--- config.mk ---
export PLATFORM = sky130hd
export DESIGN_NAME = mtsn_back
export DESIGN_NICKNAME = d
export VERILOG_FILES = /design/src/design/mtsn_pkg.sv /design/src/design/mtsn_back.sv
export SDC_FILE = /design/constraint.sdc
export NUM_CORES = 1
export LEC_CHECK = 0
export BUFFER_PORTS_ARGS = -buffer_cell sky130_fd_sc_hd__buf_4
export CORE_UTILIZATION = 40
export DETAILED_ROUTE_END_ITERATION = 10
export PLACE_DENSITY_LB_ADDON = 0.05
export SYNTH_ARGS = -nofsm -noshare
export SYNTH_HDL_FRONTEND = slang
export SYNTH_SLANG_ARGS = --single-unit
--- constraint.sdc ---
create_clock -name clk -period 5.5 [get_ports clk]
set_input_delay 0.55 -clock clk [delete_from_list [all_inputs] [get_ports clk]]
set_output_delay 0.55 -clock clk [all_outputs]
set_load 0.005 [all_outputs]
--- src/design/mtsn_pkg.sv ---
// Shared types and constants for the min/max timestamp normalizer.
// No dependencies; imported by the front, back and top-level modules.

package mtsn_pkg;

	localparam int TS_W   = 32;	// raw timestamp width
	localparam int NORM_W = 17;	// normalized result field width

	typedef enum logic [2:0] {
		B_IDLE,
		B_SETUP,
		B_READ,
		B_LOAD,
		B_DIV,
		B_OUT
	} back_state_t;

endpackage

--- src/design/mtsn_back.sv ---
// Back part: walks a stored frame and emits one normalized value per point,
// using a bit-serial restoring divider. Depends on mtsn_pkg.

module mtsn_back import mtsn_pkg::*; #(
	parameter int MAX_POINTS    = 64,
	parameter int FRACTION_BITS = 16,
	localparam int CNT_W        = $clog2(MAX_POINTS + 1),
	localparam int IDX_W        = $clog2(MAX_POINTS),
	localparam int STEP_W       = $clog2(FRACTION_BITS),
	localparam int DESC_W       = 1 + CNT_W + 2 * TS_W + 2
) (
	input  logic              clk,
	input  logic              arst_n,
	input  logic              desc_valid,
	input  logic [DESC_W-1:0] desc_data,
	output logic              pop,
	output logic              ram_re,
	output logic [IDX_W:0]    ram_raddr,
	input  logic [TS_W-1:0]   ram_rdata,
	output logic [NORM_W-1:0] normalized_time,
	output logic              last_result,
	output logic              overflow,
	output logic              out_valid,
	input  logic              out_ready
);

	typedef struct packed {
		logic             bank;
		logic [CNT_W-1:0] count;
		logic [TS_W-1:0]  lo;
		logic [TS_W-1:0]  hi;
		logic             ramp;
		logic             ovf;
	} desc_t;

	back_state_t            state_q;
	back_state_t            state_d;
	logic [IDX_W-1:0]       idx_q;
	logic [TS_W-1:0]        div_q;
	logic [TS_W-1:0]        rem_q;
	logic [FRACTION_BITS:0] quo_q;
	logic [STEP_W-1:0]      step_q;

	desc_t                  d;
	logic                   is_last;
	logic                   div_zero;
	logic                   last_step;
	logic [TS_W-1:0]        num;
	logic [TS_W:0]          rem2;
	logic [TS_W:0]          rem2_sub;
	logic                   ge;

	assign d         = desc_t'(desc_data);
	assign is_last   = (CNT_W'(idx_q) + CNT_W'(1)) == d.count;
	assign div_zero  = div_q == '0;
	assign last_step = step_q == STEP_W'(FRACTION_BITS - 1);

	// numerator: point index in ramp mode, offset from the minimum otherwise
	assign num = d.ramp ? TS_W'(idx_q) :
		(ram_rdata >= d.lo ? ram_rdata - d.lo : '0);

	assign rem2     = {rem_q, 1'b0};
	assign rem2_sub = rem2 - {1'b0, div_q};
	assign ge       = rem2 >= {1'b0, div_q};

	always_comb begin
		state_d = state_q;
		unique case (state_q)
			B_IDLE:  if (desc_valid) state_d = B_SETUP;
			B_SETUP: state_d = B_READ;
			B_READ:  state_d = B_LOAD;
			B_LOAD:  state_d = div_zero ? B_OUT : B_DIV;
			B_DIV:   if (last_step) state_d = B_OUT;
			B_OUT: begin
				if (out_ready) begin
					state_d = is_last ? B_IDLE : B_READ;
				end
			end
			default: state_d = B_IDLE;
		endcase
	end

	always_comb begin
		out_valid = 1'b0;
		ram_re    = 1'b0;
		pop       = 1'b0;
		unique case (state_q)
			B_READ:  ram_re = 1'b1;
			B_OUT: begin
				out_valid = 1'b1;
				pop       = out_ready && is_last;
			end
			default: begin
				out_valid = 1'b0;
			end
		endcase
	end

	assign ram_raddr       = {d.bank, idx_q};
	assign normalized_time = NORM_W'(quo_q);
	assign last_result     = is_last;
	assign overflow        = d.ovf;

	always_ff @(posedge clk) begin
		case (state_q)
			B_SETUP: begin
				div_q <= d.ramp ? TS_W'(d.count) : d.hi - d.lo;
				idx_q <= '0;
			end
			B_LOAD: begin
				step_q <= '0;
				if (div_zero) begin
					quo_q <= '0;
				end else if (num >= div_q) begin
					// offset at or past the range: integer bit set, fraction zero
					quo_q <= (FRACTION_BITS + 1)'(1);
					rem_q <= '0;
				end else begin
					quo_q <= '0;
					rem_q <= num;
				end
			end
			B_DIV: begin
				rem_q  <= ge ? rem2_sub[TS_W-1:0] : rem2[TS_W-1:0];
				quo_q  <= {quo_q[FRACTION_BITS-1:0], ge};
				step_q <= step_q + STEP_W'(1);
			end
			B_OUT: begin
				if (out_ready && !is_last) begin
					idx_q <= idx_q + IDX_W'(1);
				end
			end
			default: begin
				idx_q <= idx_q;
			end
		endcase
	end

	always_ff @(posedge clk or negedge arst_n) begin
		if (!arst_n) begin
			state_q <= B_IDLE;
		end else begin
			state_q <= state_d;
		end
	end

endmodule
## Yosys cells after proc, flatten, opt, wreduce, memory -nomap -nowiden

Cells that the tools add are included.

- Equal/unequal tests: 12
- Mux-type cells: 22
- Add/subtract/negate cells: 6
- Reduce and logical (&&, ||, !) cells: 10
- Magnitude comparators: 3

Operators with widths:

| cell | number |
|---|---|
| 32-bit 2-to-1 mux | 5 |
| 32-bit subtractor | 3 |
| 32-bit greater-or-equal comparator | 2 |
| 32-bit one-hot mux with 2 select lines | 1 |
| 17-bit one-hot mux with 2 select lines | 1 |
| 33-bit by 32-bit greater-or-equal comparator with 1-bit output | 1 |
| 32-bit logical NOT | 1 |
| 3-bit one-hot mux with 6 select lines | 1 |
| 6-bit one-hot mux with 2 select lines | 1 |
| 2-bit inequality test, second input constant | 5 |
| 3-bit 2-to-1 mux | 3 |
| 4-bit one-hot mux with 2 select lines | 1 |
| 6-bit by 1-bit adder with 7-bit output, second input constant | 1 |
| 7-bit equality test | 1 |
| 7-bit 2-to-1 mux | 1 |
| 6-bit by 1-bit adder with 6-bit output, second input constant | 1 |
| 3-bit by 2-bit equality test with 1-bit output, second input constant | 2 |
| 3-bit equality test, second input constant | 2 |
| 1-bit 2-to-1 mux | 6 |
| 6-bit 2-to-1 mux | 1 |
| 4-bit by 1-bit adder with 4-bit output, second input constant | 1 |
| 4-bit equality test, second input constant | 1 |
| 2-bit AND reduction | 2 |
| 2-bit nonzero test | 2 |
| other kinds (6) | 7 |

- Bits of input ports: 110
- Logic and storage cells: 60
- Output and inout bits: 29
- Register bits: 94

## Longest topological paths before layout

Gate-level depths: netlist (run 1).

- Word-level depth: 7
- Depth in mapped cells: 24
- Depth with buffers taken out: 23

## Least setup slack after synthesis (run 1)

Ideal clock, no wire load.

- Path kind: input -> register
- Start: input ram_rdata[0]
- End: register rem_q[15] (data pin)
- Cell stages on the path: 23
- Library setup time: 131 ps
- Arrival: 4,622 ps
- Path slack: 747 ps
- Cell sequence: inv_1 ha_1 inv_1 fa_1 a21o_1 a221oi_2 a22oi_2 o21ai_1 a31oi_2 o211ai_2 buf_4 buf_2 nor2_1 ha_1 a2111oi_0 o221ai_1 o211ai_1 nand4_1 o21ai_0 nand2_1 inv_1 clkbuf_1 a22o_1

- Longest elaborated chain between the ends: 7

RTL lines:

| element | line | source |
|---|---|---|
| start: declaration | mtsn_back.sv:19 | `input logic [TS_W-1:0] ram_rdata,` |
| 32-bit subtractor or 32-bit greater-or-equal comparator (tied branches) | mtsn_back.sv:60 | `(ram_rdata >= d.lo ? ram_rdata - d.lo : '0);` |
| 32-bit 2-to-1 mux * | mtsn_back.sv:60 |  |
| 32-bit 2-to-1 mux * | mtsn_back.sv:59 | `assign num = d.ramp ? TS_W'(idx_q) :` |
| 32-bit greater-or-equal comparator | mtsn_back.sv:114 | `end else if (num >= div_q) begin` |
| 32-bit 2-to-1 mux * | mtsn_back.sv:114 |  |
| 32-bit 2-to-1 mux * | mtsn_back.sv:112 | `if (div_zero) begin` |
| 32-bit one-hot mux with 2 select lines * | mtsn_back.sv:105 | `case (state_q)` |
| end signal: assignment | mtsn_back.sv:120 | `rem_q <= num;` |
| end signal: assignment | mtsn_back.sv:124 | `rem_q <= ge ? rem2_sub[TS_W-1:0] : rem2[TS_W-1:0];` |
| end: declaration | mtsn_back.sv:40 | `logic [TS_W-1:0] rem_q;` |

Every way passes the cells marked *; elsewhere a longest branch is shown, timed or not. The select of a mux whose other input is x is not followed.
A chain may end at the register's enable or synchronous reset.

## Worst setup path after layout (run 1)

- Start: input ram_rdata[0]
- End: register rem_q[29] (data pin)

Same word-level chain as after synthesis.

==> metrics.md, run 1 <==
| Metric | Value |
|---|---|
| Leak Pwr | between 0.005 and 0.006 uW |
| Max_cap viols | 0 |
| Die area | 26300 um^2 |
| Clk root buf | clkbuf_16 |
| Synth Instances | around 1200 |
| Sw frac | about 45% |
| Crit path time final | roughly 5 ns |
| Comb pwr share | roughly three fifths |
| Post-synth top cells | ha_1 (129), nor2_1 (119), a21oi_1 (107), inv_1 (106), edfxtp_1 (91) |
| Worst slew pin tran | 0.877 ns |
| DRC viols | 0 |
| Horiz. Die Dim | 162 um |
| Core Area | 25200 um^2 |
| Final Setup Violations | 0 |
| Routed met3 length | 988 um |
| CTS tree | built |
| Setup TNS | 0 ns |
| Final period utilization | 92.2% |
| Switching power | about 2100 uW |
| RSZ-0062 raised after global routing | no |
| Final hold slack | 0.498 ns |
| Initial antenna violation count | 0 |
| RR Startpoint | div_q[12]$_SDFFCE_PP0P_ |
| PwrDens | 396 nW/um^2 |
| Largest net degree at the start of global routing | 51 |
| GRT overflow | 0 |
| GRT Total Usage | 22.3% |
| Detailed Route Iter0 Violations | 730 |
| Post-synth EDFFs | 91 |
| Slew Limit Fails | 0 |
| Critical path fanouts, max | 6 |
| Top FF cell, synth | edfxtp_1 |
| Final nets | 1585 |
| Total I/O pin count | 139 |
| FFs w/ async S/R, synth | around 3.2% |
| Crit path DAT | around 5.3 ns |
| Total CTS buffers | 9 |
| Top sig layer | met4 |
| Antenna diode count | 0 |
| Post-synth top area share | 26.7% |
| Chip height | approximately 160 um |
| Footprint of the multi-input gates | 6880 um^2 |
| Top-count cell post-synth | ha_1 |
| Post-route setup slack | ~0.43 ns |
| Vias in the first global route | 8613 |
| Seq/Total Area, Yosys | 27.4% |
| Sequential Power Share | 27.0% |
| Met1 Routed Length | 15900 um |
| Antenna viol nets, final | 0 |
| Synth Net Count | 1463 |
| Placer Congestion | 0.954 |
| Clock share of power | 13.2% |
| Dpl ws | 0.00874 ns |
| Met2 routed WL | 11900 um |
| Worst EP required | about 5.7 ns |
| Clock slew at reported path FFs | 0.08 ns |
| TritonRoute pass-1 iters | 5 |
| Synth cell types | slightly below 80 |
| CTS max path bufs | 2 |
| Worst vdd ir | 0.000169 V |
| Area delta synth->final | 16.7% |
| H-tree levels | 3 |
| WS Path Type | in2reg |
| Outcome | finished, final reports clean |
| Area contributors post-synth | edfxtp_1 (27%), ha_1 (16%), a21oi_1 (5.2%), xnor2_1 (5.0%), nor2_1 (4.4%) |
| Mean Syn Cell Area | 8.40 um^2 |
| Fraction of layout cells with a size suffix above 1 | between 15 and 20% |
| Hold depth | 3 |
| Fmax | 0.197 GHz |
| Dominant cell type by area after synthesis | edfxtp_1 |
| Drt total wl | 29000 um |
| R2r endpoint | normalized_time[0]$_DFFE_PP_ |
| Port Buffer Count | 134 |
| Flops & latches, synth | 94 |
| Avg WL per Cell | 17.3 um |
| Register area | between 2000 and 3000 um^2 |
| Rows | 58 |
| Startpoint types | input port |
| Sink Count | 94 |
| Cells on worst reg2reg path | 11 |
| Ys Warns | 0 |
| Vias per cell | 5.43 |
| Startpoint of the lowest-slack hold path | out_ready |
| First-pass GRT wire length | 46100 um |
| CP Capture Type | register |
| Hold Path Class | in2reg |
| Worst Skew | between 0.01 and 0.015 ns |
| Worst-Skew Late Latency | 0.35 ns |
| Reg2reg setup slack | between 1.5 and 2 ns |
| Internal | 2590 uW |
| Worst slew margin | 41.4% |
| HPWL Detailed | 24200 um |
| Endpoints failing hold | 0 |
| Synthesized cell area | 10300 um^2 |
| Fill cells | between 2000 and 3000 |
| Initial Util | 40.7% |
| Via Count | 9108 |
| Hold endpoint | state_q[2]$_DFFE_PN0P_ |
-- area by class of cell --
type	count	share of cell area, %
clock buffers	9	1.88
inverters	106	3.32
multi-input cells	980	57.5
clock inverters	7	0.606
well taps	330	3.45
flip-flops and latches	94	23.5
repair buffers	152	9.76
-- sequential cells by signal (all words and copies together), names as in the netlist --
name             cells
div_q               32
idx_q                6
normalized_time     17
rem_q               32
state_q              3
step_q               4
-- power groups by stage --
stage	clock, uW	sequential (uW)	combinational [uW]
final	625	1280	2830
after floorplan	0	1250	2040
after global placement	0	1300	2800
after CTS	639	1280	2810
after global routing	665	1310	3150
after detailed placement	0	1300	2780
-- per-layer routing --
layer | vias to the layer above | GRT usage (%)
met5 | - | 0
met4 | 0 | 3.90
met3 | 13 | 2.02
met2 | 209 | 32.1
met1 | 4175 | 35.6
li1 | 4711 | -
-- worst max-delay path: stages --
cell and delay (ns):
buf_4 0.11, inv_1 0.04, ha_1 0.17, inv_1 0.06, fa_1 0.40, a21o_1 0.19
a221oi_2 0.33, a22oi_2 0.19, o21ai_1 0.24, a31oi_2 0.19, o211ai_2 0.28, inv_1 0.20
nand2_1 0.14, inv_1 0.05, ha_1 0.28, a21oi_1 0.15, o21ai_0 0.13, a2111oi_0 0.41
a21oi_1 0.19, o21ai_0 0.25, nand2_1 0.17, nor2_2 0.21, inv_1 0.13, o221ai_1 0.18
-- timing repair --
item / in CTS / in global routing
hold buffers: 1 / 0
endpoints found under the hold margin: 3 / 0
resized for setup: 0 / 4
setup endpoints to repair: 0 / 8
buffers inserted: 0 / 0
-- logic make-up (layout without fill, tap and decap cells) --
family | after synthesis | in the layout | share of synthesized area, %
compound gates | 374 | 374 | 24.3
xor+xnor | 89 | 89 | 7.60
fa+ha+maj | 132 | 132 | 16.3
buf+inv | 147 | 274 | 5.79
flops | 94 | 94 | 27.4
mux | 12 | 12 | 1.22
simple gates | 373 | 373 | 17.4
-- worst max-delay path by stage --
stage,startpoint,end,slack [ns],cells past startpoint
after global placement,ram_rdata[0],rem_q[30]$_DFFE_PP_,0.24,24
after detailed placement,ram_rdata[0],rem_q[29]$_DFFE_PP_,0.009,24
after floorplan,ram_rdata[0],rem_q[15]$_DFFE_PP_,0.75,23
final,ram_rdata[0],rem_q[29]$_DFFE_PP_,0.43,24
after global routing,ram_rdata[0],rem_q[30]$_DFFE_PP_,0.003,24
after CTS,ram_rdata[0],rem_q[29]$_DFFE_PP_,0.37,24
-- layout by cell type (no fill, tap or decap), types with 9 or more instances in the layout --
cell type,instances
nor4_1,10
a31oi_1,11
nand4_1,20
nor2b_1,15
a21oi_1,107
nor3_1,20
xor2_1,31
nand3_1,32
edfxtp_1,91
nand2b_1,9
o21ai_1,12
o2bb2ai_1,15
a21o_1,59
nand2_1,86
o21ai_0,60
nor2_1,117
and2_1,27
ha_1,129
clkbuf_16,9
buf_4,149
inv_1,105
xnor2_1,58
a211oi_1,9
-- metrics by stage --
stage	instance area, um^2	utilization (%)	power, uW	instances
global route	12000	47.5	5130	1678
finish	12000	47.5	4740	1678
detailed placement	11600	46.3	4080	1661
CTS	12000	47.5	4730	1678
floorplan	10300	-	3290	1221
global placement	11600	46.3	4100	1661
No activity file was read; power rests on OpenSTA's default activity.
==> inputs of run 2 (changes only) <==
--- a/config.mk
+++ b/config.mk
@@ -8,7 +8,7 @@
 export BUFFER_PORTS_ARGS = -buffer_cell sky130_fd_sc_hd__buf_4
 export CORE_UTILIZATION = 40
 export DETAILED_ROUTE_END_ITERATION = 10
-export PLACE_DENSITY_LB_ADDON = 0.05
+export PLACE_DENSITY = 0.55
 export SYNTH_ARGS = -nofsm -noshare
 export SYNTH_HDL_FRONTEND = slang
 export SYNTH_SLANG_ARGS = --single-unit
==> run 2 against run 1 <==
- setup slack gained 0.050 ns
- sequential cell count did not move
- critical path type unchanged
- global-route usage decreased by 0.28 points
- clock power rose by 6.6%
- combinational power about the same
- critical endpoint is now rem_q[18]$_DFFE_PP_
- routed wire length down 1.4%
==> metrics.md, run 2 (synthesis gave the netlist of run 1 again) <==
| Metric | Value |
|---|---|
| Worst Skew | around 0.0076 ns |
| GRT overflow | 0 |
| Final period utilization | between 90% and 100% |
| Total I/O pin count | roughly 140 |
| Initial Util | roughly two fifths |
| Hold Path Class | in2reg |
| Final Setup Violations | 0 |
| Fill cells | 2440 |
| Startpoint types | input port |
| Leak Pwr | 0.00543 uW |
| HPWL Detailed | ~23000 um |
| Clock share of power | 14.0% |
| Total CTS buffers | 9 |
| Worst vdd ir | just over 0.0002 V |
| Crit path time final | ~5.0 ns |
| Vias per cell | 5.49 |
| Sw frac | 44.8% |
| Avg WL per Cell | 17.0 um |
| Antenna viol nets, final | 0 |
| Antenna diode count | 0 |
| Commonest non-fill, non-tap cell in the layout | buf_4 |
| Fmax | between 0.15 and 0.2 GHz |
| DRC viols | 0 |
| CTS tree | built |
| Initial antenna violation count | 0 |
| First-pass GRT wire length | 45500 um |
| Crit path DAT | between 5 and 6 ns |
| CTS max path bufs | 2 |
| Outcome | finished, final reports clean |
| RSZ-0062 raised after global routing | no |
| Comb pwr share | roughly three fifths |
| Drt total wl | 28600 um |
| Dpl cells | 1660 |
| Slowest cell on crit path | nor4_1 |
| Sink Count | 94 |
| Sequential Power Share | 26.8% |
| Switching power | 2140 uW |
| Worst slew margin | 35.8% |
| Core Area | 25200 um^2 |
| GRT Total Usage | between 20% and 30% |
| Detailed Route Iter0 Violations | approximately 740 |
| CP Capture Type | register |
| Worst EP required | 5.60 ns |
| Non-filler instance count after layout | between 1500 and 2000 |
| Die area | approximately 26000 um^2 |
| Final hold slack | ~0.49 ns |
| Clock slew at reported path FFs | 0.08 ns |
| Port Buffer Count | ~130 |
| Slew Limit Fails | 0 |
| Max_cap viols | 0 |
| TritonRoute pass-1 iters | 5 |
| Placer Congestion | 0.903 |
| Horiz. Die Dim | 162 um |
| Internal | 2630 uW |
| Worst slew pin tran | 0.961 ns |
| Reg2reg setup slack | 1.65 ns |
| Critical path fanouts, max | 21 |
| Post-layout util | between 40% and 50% |
| Crit path top cell by count | inv_1 |
| Endpoints failing hold | 0 |
| Area delta synth->final | 17.0% |
| Most frequent cells in the layout | buf_4 (151), ha_1 (129), nor2_1 (118) |
| WS Path Type | in2reg |
| Fraction of layout cells with a size suffix above 1 | 15.0% |
| CP max stage delay | 0.43 ns |
| Worst-Skew Late Latency | 0.36 ns |
| Rows | 58 |
| Largest net degree at the start of global routing | 51 |
| H-tree levels | 3 |
| Final nets | 1587 |
| Vias in the first global route | 8776 |
| Clk root buf | clkbuf_16 |
| PwrDens | 398 nW/um^2 |
| Via Count | 9220 |
| Chip height | ~160 um |
run 2: power groups by stage:
stage / registers [uW] / clock network [uW] / logic [uW]
finish: 1280 / 666 / 2830
global route: 1310 / 706 / 3140
CTS: 1280 / 678 / 2800
floorplan: 1250 / 0 / 2040
detailed placement: 1290 / 0 / 2760
global placement: 1290 / 0 / 2780
run 2: worst max-delay path, delay by kind of cell:
| kind | cells | cell delay, ns |
|---|---|---|
| adder cells (fa/ha/maj) | 3 | 0.86 |
| XOR/XNOR | 1 | 0.26 |
| buffers and inverters | 5 | 0.46 |
| AND/OR/NAND/NOR | 5 | 0.88 |
| AO/OA/AOI/OAI | 11 | 2.12 |
run 2: layer usage:
metal / GRT usage [%] / vias up / wire, um
li1: - / 4712 / -
met5: 0 / - / 0
met1: 34.0 / 4222 / 15200
met3: 1.92 / 35 / 1070
met2: 31.5 / 251 / 11600
met4: 7.46 / 0 / 687
run 2: cell type report:
type | count | area [um^2] | area share, %
Multi-Input combinational cell | 980 | 6880 | 57.4
Sequential cell | 94 | 2810 | 23.4
Timing Repair Buffer | 154 | 1180 | 9.87
Tap cell | 330 | 413 | 3.44
Inverter | 106 | 398 | 3.32
Clock buffer | 9 | 225 | 1.88
Clock inverter | 7 | 87.6 | 0.730
run 2: through the flow:
step           setup slack (ns)  TNS, ns  power (uW)  area, um^2
6_report                  0.481        0        4770       12000
5_1_grt                 0.00495        0        5150       12000
4_1_cts                   0.166        0        4750       12000
3_5_place_dp             -0.157   -0.741        4060       11600
3_3_place_gp            -0.0212  -0.0404        4070       11600
2_1_floorplan             0.747        0        3290       10300
run 2: final timing paths:
check,start,to,depth (start not counted)
min reg2reg,normalized_time[0]$_DFFE_PP_,normalized_time[1]$_SDFFCE_PN0P_,1
min,out_ready,state_q[2]$_DFFE_PN0P_,3
max reg2reg,div_q[20]$_SDFFCE_PP0P_,normalized_time[0]$_DFFE_PP_,11
min in group asynchronous,arst_n,state_q[0]$_DFFE_PN0P_,2
max in group asynchronous,arst_n,state_q[1]$_DFFE_PN0P_,2
max,ram_rdata[0],rem_q[18]$_DFFE_PP_,25
run 2: timing repair:
| action | in CTS | in global routing |
|---|---|---|
| hold endpoints to repair | 3 | 0 |
| gates resized for setup | 0 | 1 |
| hold buffers | 1 | 0 |
| buffers inserted | 0 | 3 |
| endpoints found under the setup margin | 0 | 29 |
==> inputs of run 3 (changes only) <==
==> constraint.sdc (replaced) <==
create_clock -name clk -period 5.1 [get_ports clk]
set_input_delay 0.51 -clock clk [delete_from_list [all_inputs] [get_ports clk]]
set_output_delay 0.51 -clock clk [all_outputs]
set_load 0.005 [all_outputs]
==> run 3 against run 2 <==
- power grew 7.9%
- register-to-register slack lost 0.19 ns
- sequential cell count unchanged
- non-clock buffer count grew 18
- die area did not move
- routed wire length is 1.4% higher
- via count grew 1.0%
- hold slack worse by 0.037 ns
- sequential share of layout area fell by 0.27 points
- cell count grew 1.1%
- clock power up 3%
- global-route usage up 0.29 points
- critical endpoint unchanged
==> metrics.md, run 3 (synthesis gave the netlist of run 1 again) <==
| Metric | Value |
|---|---|
| CP Launch Point | desc_data[38] |
| Leak Pwr | 0.00552 uW |
| RSZ-0062 raised after global routing | no |
| Max_cap viols | 0 |
| Final period utilization | 94.0% |
| Drt total wl | 29000 um |
| Crit path time final | 4.79 ns |
| Worst Skew | 0.0110 ns |
| Detailed Route Iter0 Violations | between 600 and 700 |
| Via Count | 9315 |
| Worst-Skew Late Latency | 0.36 ns |
| Slowest cell on crit path | or3b_2 |
| CTS max path bufs | 2 |
| R2r endpoint | rem_q[31]$_DFFE_PP_ |
| Area after DPL | 11800 um^2 |
| Largest net degree at the start of global routing | 50 |
| Die area | 26300 um^2 |
| Initial antenna violation count | 0 |
| PwrDens | 424 nW/um^2 |
| Port Buffer Count | between 100 and 150 |
| Initial Util | 40.7% |
| Slew Limit Fails | 0 |
| Vias per cell | 5.49 |
| Cells on worst reg2reg path | 10 |
| Horiz. Die Dim | roughly 160 um |
| Fill cells | between 2000 and 2500 |
| Reg2reg setup slack | 1.46 ns |
| Final hold slack | 0.452 ns |
| Startpoint types | input port |
| Sink Count | between 90 and 100 |
| Core Area | 25200 um^2 |
| WS Path Type | in2reg |
| Placer Congestion | about 0.89 |
| RR Startpoint | div_q[21]$_SDFFCE_PP0P_ |
| Crit path top cell by count | o21ai_0 |
| Post-route setup slack | between 0.3 and 0.4 ns |
| H-tree levels | 3 |
| TritonRoute pass-1 iters | 6 |
| Clock slew at reported path FFs | 0.08 ns |
| Total power draw | 5150 uW |
| Hold Path Class | in2reg |
| Critical path fanouts, max | 21 |
| Avg WL per Cell | 17.1 um |
| Endpoints failing hold | 0 |
| Fmax | 0.209 GHz |
| Worst EP required | 5.21 ns |
| Crit path DAT | 4.91 ns |
| Most frequent cells in the layout | buf_4 (169), ha_1 (129), nor2_1 (118) |
| Total CTS buffers | 9 |
| CTS tree | built |
| Antenna viol nets, final | 0 |
| Antenna diode count | 0 |
| GRT overflow | 0 |
| Area delta synth->final | 18.4% |
| Fraction of layout cells with a size suffix above 1 | 16.4% |
| Setup crit end | rem_q[18]$_DFFE_PP_ |
| GRT Total Usage | 22.3% |
| Setup TNS | 0 ns |
| First-pass GRT wire length | 46300 um |
| Design area | 12100 um^2 |
| CP cell instances | buf_4, inv_1, ha_1, a21o_1, a31oi_1, a21oi_1, nand2b_1, a21o_1, a221oi_1, o21ai_0, xnor2_1, nor2_1, ha_1, a21oi_1, o21ai_0, or3b_2, nand4_1, o21ai_0, nand2_1, inv_1, buf_12, a22oi_1, o21ai_1 |
| Final nets | 1605 |
| CP Capture Type | register |
| Clk root buf | clkbuf_16 |
| Vias in the first global route | 8981 |
| Outcome | finished, final reports clean |
| HPWL Detailed | around 24000 um |
| Chip height | 162 um |
| Worst vdd ir | 0.000225 V |
| DRC viols | 0 |
| Commonest non-fill, non-tap cell in the layout | buf_4 |
| Worst slew pin tran | 0.842 ns |
| CP max stage delay | 0.48 ns |
| Worst slew margin | 43.7% |
| Dpl ws | -0.0465 ns |
| Final Setup Violations | 0 |
| Total I/O pin count | 139 |
| Rows | slightly below 60 |
## run 3: area by class of cell
class                   count  area, um^2  share of cell area, %
clock buffers               9         225                   1.86
clock inverters             7        72.6                  0.598
inverters                 106         398                   3.28
multi-input cells         980        6900                   56.9
flip-flops and latches     94        2810                   23.1
well taps                 330         413                   3.40
repair buffers            172        1320                   10.9
## run 3: stage by stage
step | utilization, % | instances
2_1_floorplan | - | 1221
3_3_place_gp | 46.8 | 1680
3_5_place_dp | 46.8 | 1680
4_1_cts | 48.1 | 1697
5_1_grt | 48.2 | 1698
6_report | 48.2 | 1698
## run 3: worst min path at each step
stage / startpoint / to / slack, ns / depth (start not counted)
finish: out_ready / state_q[2]$_DFFE_PN0P_ / 0.45 / 3
global route: out_ready / state_q[2]$_DFFE_PN0P_ / 0.46 / 3
CTS: out_ready / state_q[2]$_DFFE_PN0P_ / 0.44 / 3
detailed placement: arst_n / state_q[1]$_DFFE_PN0P_ / 0.30 / 1
global placement: arst_n / state_q[1]$_DFFE_PN0P_ / 0.30 / 1
floorplan: arst_n / state_q[0]$_DFFE_PN0P_ / 0.21 / 0
## run 3: layer usage
metal	up-vias	wire length, um	track usage [%]	part of all wire (%)
met2	240	12100	33.1	42
met5	-	0	0	0
li1	4752	-	-	-
met1	4299	15300	34.3	53
met3	24	1170	1.56	4.0
met4	0	487	6.00	1.7
## run 3: where the power goes
group          leakage [uW]  switching, uW  internal (uW)
logic               0.00447           1810           1270
registers          0.000903            177           1210
clock network      0.000149            337            348
## run 3: critical path: cells and delay by family
kind / cells / cell delay [ns]
and+or+nand+nor: 5 / 1.08
AOI/OAI and AO/OA: 11 / 1.93
buffers and inverters: 4 / 0.38
adders and majority gates: 2 / 0.68
xor gates and xnor gates: 1 / 0.32
## run 3: what timing repair did
action | CTS | global route
setup endpoints to repair | 0 | 22
gates resized for setup | 0 | 8
setup buffers | 0 | 1
endpoints found under the hold margin | 3 | 0
hold buffers | 1 | 0
